`config.mk`:
```
export PLATFORM = sky130hd
export DESIGN_NAME = qsu_cell
export DESIGN_NICKNAME = d
export VERILOG_FILES = /design/src/sv/qsu_pkg.sv /design/src/sv/qsu_cell.sv
export SDC_FILE = /design/constraint.sdc
export NUM_CORES = 1
export LEC_CHECK = 0
export ABC_AREA = 1
export BUFFER_PORTS_ARGS = -buffer_cell sky130_fd_sc_hd__buf_2
export CORE_ASPECT_RATIO = 1.2
export CORE_MARGIN = 2
export CORE_UTILIZATION = 49
export CTS_BUF_LIST = sky130_fd_sc_hd__clkbuf_4 sky130_fd_sc_hd__clkbuf_8 sky130_fd_sc_hd__clkbuf_16
export CTS_CLUSTER_DIAMETER = 50
export DETAILED_ROUTE_END_ITERATION = 10
export GPL_TIMING_DRIVEN = 0
export HOLD_SLACK_MARGIN = 0.05
export MAX_ROUTING_LAYER = met4
export PLACE_DENSITY_LB_ADDON = 0.3
export SLEW_MARGIN = 20
export SYNTH_ARGS = -nofsm -noshare
export SYNTH_HDL_FRONTEND = slang
export SYNTH_SLANG_ARGS = --single-unit
```
`constraint.sdc`:
```
create_clock -name clk -period 4.19 [get_ports clk]
set_clock_uncertainty 0.2 [all_clocks]
set_input_delay 0.6285 -clock clk [delete_from_list [all_inputs] [get_ports clk]]
set_output_delay 0.6285 -clock clk [all_outputs]
set_load 0.005 [all_outputs]
```
`src/sv/qsu_pkg.sv`:
```
`timescale 1ns / 1ps
// ----------------------------------------------------------------------------
// qsu_pkg
// Shared types of the three-way quicksort unit: item structs, cell control and states.
// ----------------------------------------------------------------------------
package qsu_pkg;

	localparam int unsigned VALUE_W = 32;

	typedef struct packed {
		logic signed [VALUE_W-1:0] value;
		logic                      last;
	} load_item_t;

	typedef struct packed {
		logic signed [VALUE_W-1:0] sorted_value;
		logic                      end_of_set;
	} result_item_t;

	// Broadcast to every cell of the chain
	typedef struct packed {
		logic                      insert;
		logic                      shift;
		logic signed [VALUE_W-1:0] value;
	} cell_ctl_t;

	typedef enum logic [1:0] {
		ST_LOAD = 2'b01,
		ST_EMIT = 2'b10
	} state_t;

endpackage

```
`src/sv/qsu_cell.sv`:
```
`timescale 1ns / 1ps
// ----------------------------------------------------------------------------
// qsu_cell
// One slot of the sorted chain: holds a value, takes part in ordered insertion
// and hands its value to the lower neighbor when the chain drains.
// ----------------------------------------------------------------------------
module qsu_cell (
	input  logic                                 clk,
	input  logic                                 arst_n,
	input  qsu_pkg::cell_ctl_t                   ctl,
	input  logic                                 prev_lt,
	input  logic signed [qsu_pkg::VALUE_W-1:0]   prev_val,
	input  logic                                 prev_vld,
	input  logic signed [qsu_pkg::VALUE_W-1:0]   next_val,
	input  logic                                 next_vld,
	output logic                                 lt,
	output logic signed [qsu_pkg::VALUE_W-1:0]   val,
	output logic                                 vld
);

	logic signed [qsu_pkg::VALUE_W-1:0] val_q;
	logic                               vld_q;
	logic signed [qsu_pkg::VALUE_W-1:0] val_d;
	logic                               vld_d;

	// An empty slot counts as larger than anything
	assign lt = !vld_q || (ctl.value < val_q);

	always_comb begin
		val_d = val_q;
		vld_d = vld_q;
		if (ctl.shift) begin
			val_d = next_val;
			vld_d = next_vld;
		end else if (ctl.insert && lt) begin
			if (prev_lt) begin
				// make room: take the neighbor's value
				val_d = prev_val;
				vld_d = prev_vld;
			end else begin
				val_d = ctl.value;
				vld_d = 1'b1;
			end
		end
	end

	always_ff @(posedge clk or negedge arst_n) begin
		if (!arst_n) begin
			vld_q <= 1'b0;
		end else begin
			vld_q <= vld_d;
		end
	end

	always_ff @(posedge clk) begin
		val_q <= val_d;
	end

	assign val = val_q;
	assign vld = vld_q;

endmodule

```
==> flow_metrics.env <==
export IMPL_place_hpwl_um=5370
export IMPL_gr_total_overflow=0
export IMPL_grt_max_degree=34
export IMPL_global_route_usage_total_pct=25.3
export IMPL_intPower_uw=691
export IMPL_cp_slowest_stage_delay_ns=0.61
export IMPL_crit_path_top_delay_cell="nand2_2"
export IMPL_synth_yosys_seq_area_share_pct=39.5
export IMPL_rsz0062_at_grt="false"
export IMPL_cts_made_buffers=5
export IMPL_tns_ns=0
export IMPL_critPathMostFrequentCell="nand2_1"
export IMPL_crit_family="simple AND/OR/NAND/NOR gates"
export IMPL_yosys_area_share_xor_xnor_pct=0
export IMPL_power_switching_uw=306
export IMPL_grt_pass1_vias=2631
export IMPL_drc=0
export IMPL_grt_antenna_before_repair=0
export IMPL_post_synth_main_area_contributors="edfxtp_1 39%, a21oi_1 16%, ha_1 16%, nand2_1 9.0%, inv_1 6.3%"
export IMPL_max_cap_viol_count=0
export IMPL_cts_tree="built"
export IMPL_tightest_slew_ns=0.826
export IMPL_vias=2681
export IMPL_path_cells="buf_2, ha_1, a21oi_1, nor2_1, nor3_2, nand2_1, nand2_1, nand2_1, nand2_1, nand3_1, nand3_2, nand2_2, nand2_2"
export IMPL_max_freq_mhz=355
export IMPL_cts_clk_slew_worst_paths_ns=0.07
export IMPL_synth_simple_gate_area_share_pct=18.2
export IMPL_grt_pass1_wl_um=11100
export IMPL_syn_area_per_cell_um2=7.84
export IMPL_crit_type="in2reg"
export IMPL_wl_um=6990
export IMPL_layout_setup_ws_ns=1.37
export IMPL_io_pins=137
export IMPL_clockBufferDepth=2
export IMPL_die_area_um2=5680
export IMPL_period_minus_slack_ns=2.82
export IMPL_yosysWarningCount=0
export IMPL_post_cts_resized=0
export IMPL_via_per_inst=5.15
export IMPL_final_hold_violation_count=0
export IMPL_ant_nets=0
export IMPL_p_clk_share_pct=27.4
export IMPL_num_antenna_cells=0
export IMPL_fin_hold_ws_ns=0.403
export IMPL_hold_path_class="reg2reg"
export IMPL_power_frac_comb_pct=29.7
export IMPL_avgRoutedWirePerCell_um=13.4
export IMPL_synth_area_mux_share_pct=0
export IMPL_cts_root_buf="clkbuf_8"
export IMPL_yosys_register_bits=33
export IMPL_relSlewSlack_pct=44.7
export IMPL_swShare_pct=30.7
export IMPL_dr_pass1_iters=4
export IMPL_clock_sinks=33
export IMPL_critPathArrivalTime_ns=2.54
export IMPL_netlist_area_leader_share_pct=38.5
export IMPL_setup_violations=0
export IMPL_cp_max_fo=33
export IMPL_areaGrowthSynthToFinish_pct=34.4
export IMPL_row_count=28
export IMPL_seq_power_share_pct=42.9
export IMPL_synthAdderAreaFrac_pct=15.6
export IMPL_core_area_um2=4900
export IMPL_die_x_um=69.1
export IMPL_first_iter_violations=115
export IMPL_slew_violations=0
export IMPL_port_buffers=134
export IMPL_dp_slack_ns=1.07
export IMPL_crit_buf_inv=1
export IMPL_synth_cell_types=23
export IMPL_post_cts_setup_buffers=0
export IMPL_fin_util_pct=68.3
export IMPL_power_density_nw_per_um2=298
export IMPL_peakVddDrop_mv=0.186
export IMPL_initial_core_util_pct=50.8
export IMPL_synth_compound_area_share_pct=18.0
export IMPL_cp_end_kind="flip-flop"
export IMPL_total_power_uw=997
export IMPL_syn_nets=452
export IMPL_crit_required_ns=3.91
export IMPL_h_tree_depth=2
export IMPL_critPathLaunchType="input pin"
export IMPL_postCtsHoldBufs=1
export IMPL_drive_gt1_share_pct=33.4
export IMPL_yosysTopAreaCell="edfxtp_1"
export IMPL_final_nets=594
export IMPL_syn_inst=318
export IMPL_post_route_period_util_pct=67.3
export IMPL_insertion_delay_ns=0.29
export IMPL_synth_top_family_by_area="simple AND/OR/NAND/NOR gates"
export IMPL_die_height_um=82.1
export IMPL_status="finished clean"
export IMPL_leakagePower_uw=0.00180
export IMPL_routabilityCongestion=0.855
export IMPL_synthesis_area_um2=2490
registers in the layout, summed over array words and instances (netlist names):
register  count
val          32
vld           1
power by group through the flow:
stage               combinational, µW  clock [µW]  sequential (µW)
floorplan                         158           0              439
finish                            296         273              428
CTS                               297         280              428
global route                      340         290              432
global placement                  285           0              434
detailed placement                294           0              436
cells by family after synthesis:
kind of cell,count (synthesis)
AOI/OAI and AO/OA,87
adders and majority gates,31
buffers and inverters,57
DFF,33
and+or+nand+nor,110
final cells by class:
| cell class | count | area, µm² |
|---|---|---|
| fillers | 447 | 1550 |
| multi-input cells | 228 | 1290 |
| flip-flops and latches | 33 | 986 |
| repair buffers | 135 | 681 |
| inverters | 43 | 161 |
| clock buffers | 7 | 96.3 |
| well taps | 60 | 75.1 |
| plain buffers | 14 | 55.1 |
| clock inverters | 1 | 5.00 |
stage by stage:
step / instances / cell area [µm²]
CTS: 521 / 3350
floorplan: 318 / 2490
global route: 521 / 3350
global placement: 512 / 3240
detailed placement: 512 / 3240
finish: 521 / 3350
cells in the mapped netlist:
cell type	n
o21ai_1	2
nand3_1	3
edfxtp_1	32
buf_2	2
clkbuf_1	11
nand4_2	1
a21oi_1	79
inv_2	1
nor3_2	1
nand3_2	1
inv_1	42
buf_1	1
nand2_1	60
o21ai_0	3
ha_1	31
nand4_1	2
o21a_1	1
nor3_1	1
dfrtp_1	1
nand2_2	4
a21oi_2	1
o211ai_2	1
nor2_1	37
worst min-delay path: cells and delay by family, from the launching register on:
family	cells	cell delay [ns]
flops	1	0.40
simple gates	2	0.18
per-layer routing:
layer,vias up,part of all wire (%),global-route usage (%)
met2,99,52,46.4
met4,0,2.7,11.8
met5,-,0,-
li1,1353,-,-
met1,1211,39,26.5
met3,18,6.4,5.22
path summary, 6_finish.rpt:
kind	slack (ns)	endpoint	start	cells after the start
min in group asynchronous	0.44	vld	arst_n	2
max	1.37	val[4]	ctl[5]	13
max in group asynchronous	3.26	vld	arst_n	2
min	0.40	vld	vld	2
max reg2reg	1.45	val[4]	val[15]	14
min reg2reg	0.40	vld	vld	2
placed cells by master (no fill, tap or decap):
cell type,count
nand4_2,1
clkbuf_1,11
nor3_2,1
nand3_2,1
o211ai_2,1
a21oi_1,79
o21ai_0,3
nand2_2,4
nand2_1,60
dlygate4sd3_1,1
buf_2,136
ha_1,31
o21ai_1,2
nand3_1,3
inv_2,1
inv_1,42
dfrtp_1,1
edfxtp_1,32
nand4_1,2
nor3_1,1
clkbuf_8,7
o21a_1,1
a21oi_2,1
buf_1,1
clkinv_2,1
nor2_1,37
Power figures use the tool's default switching activity.
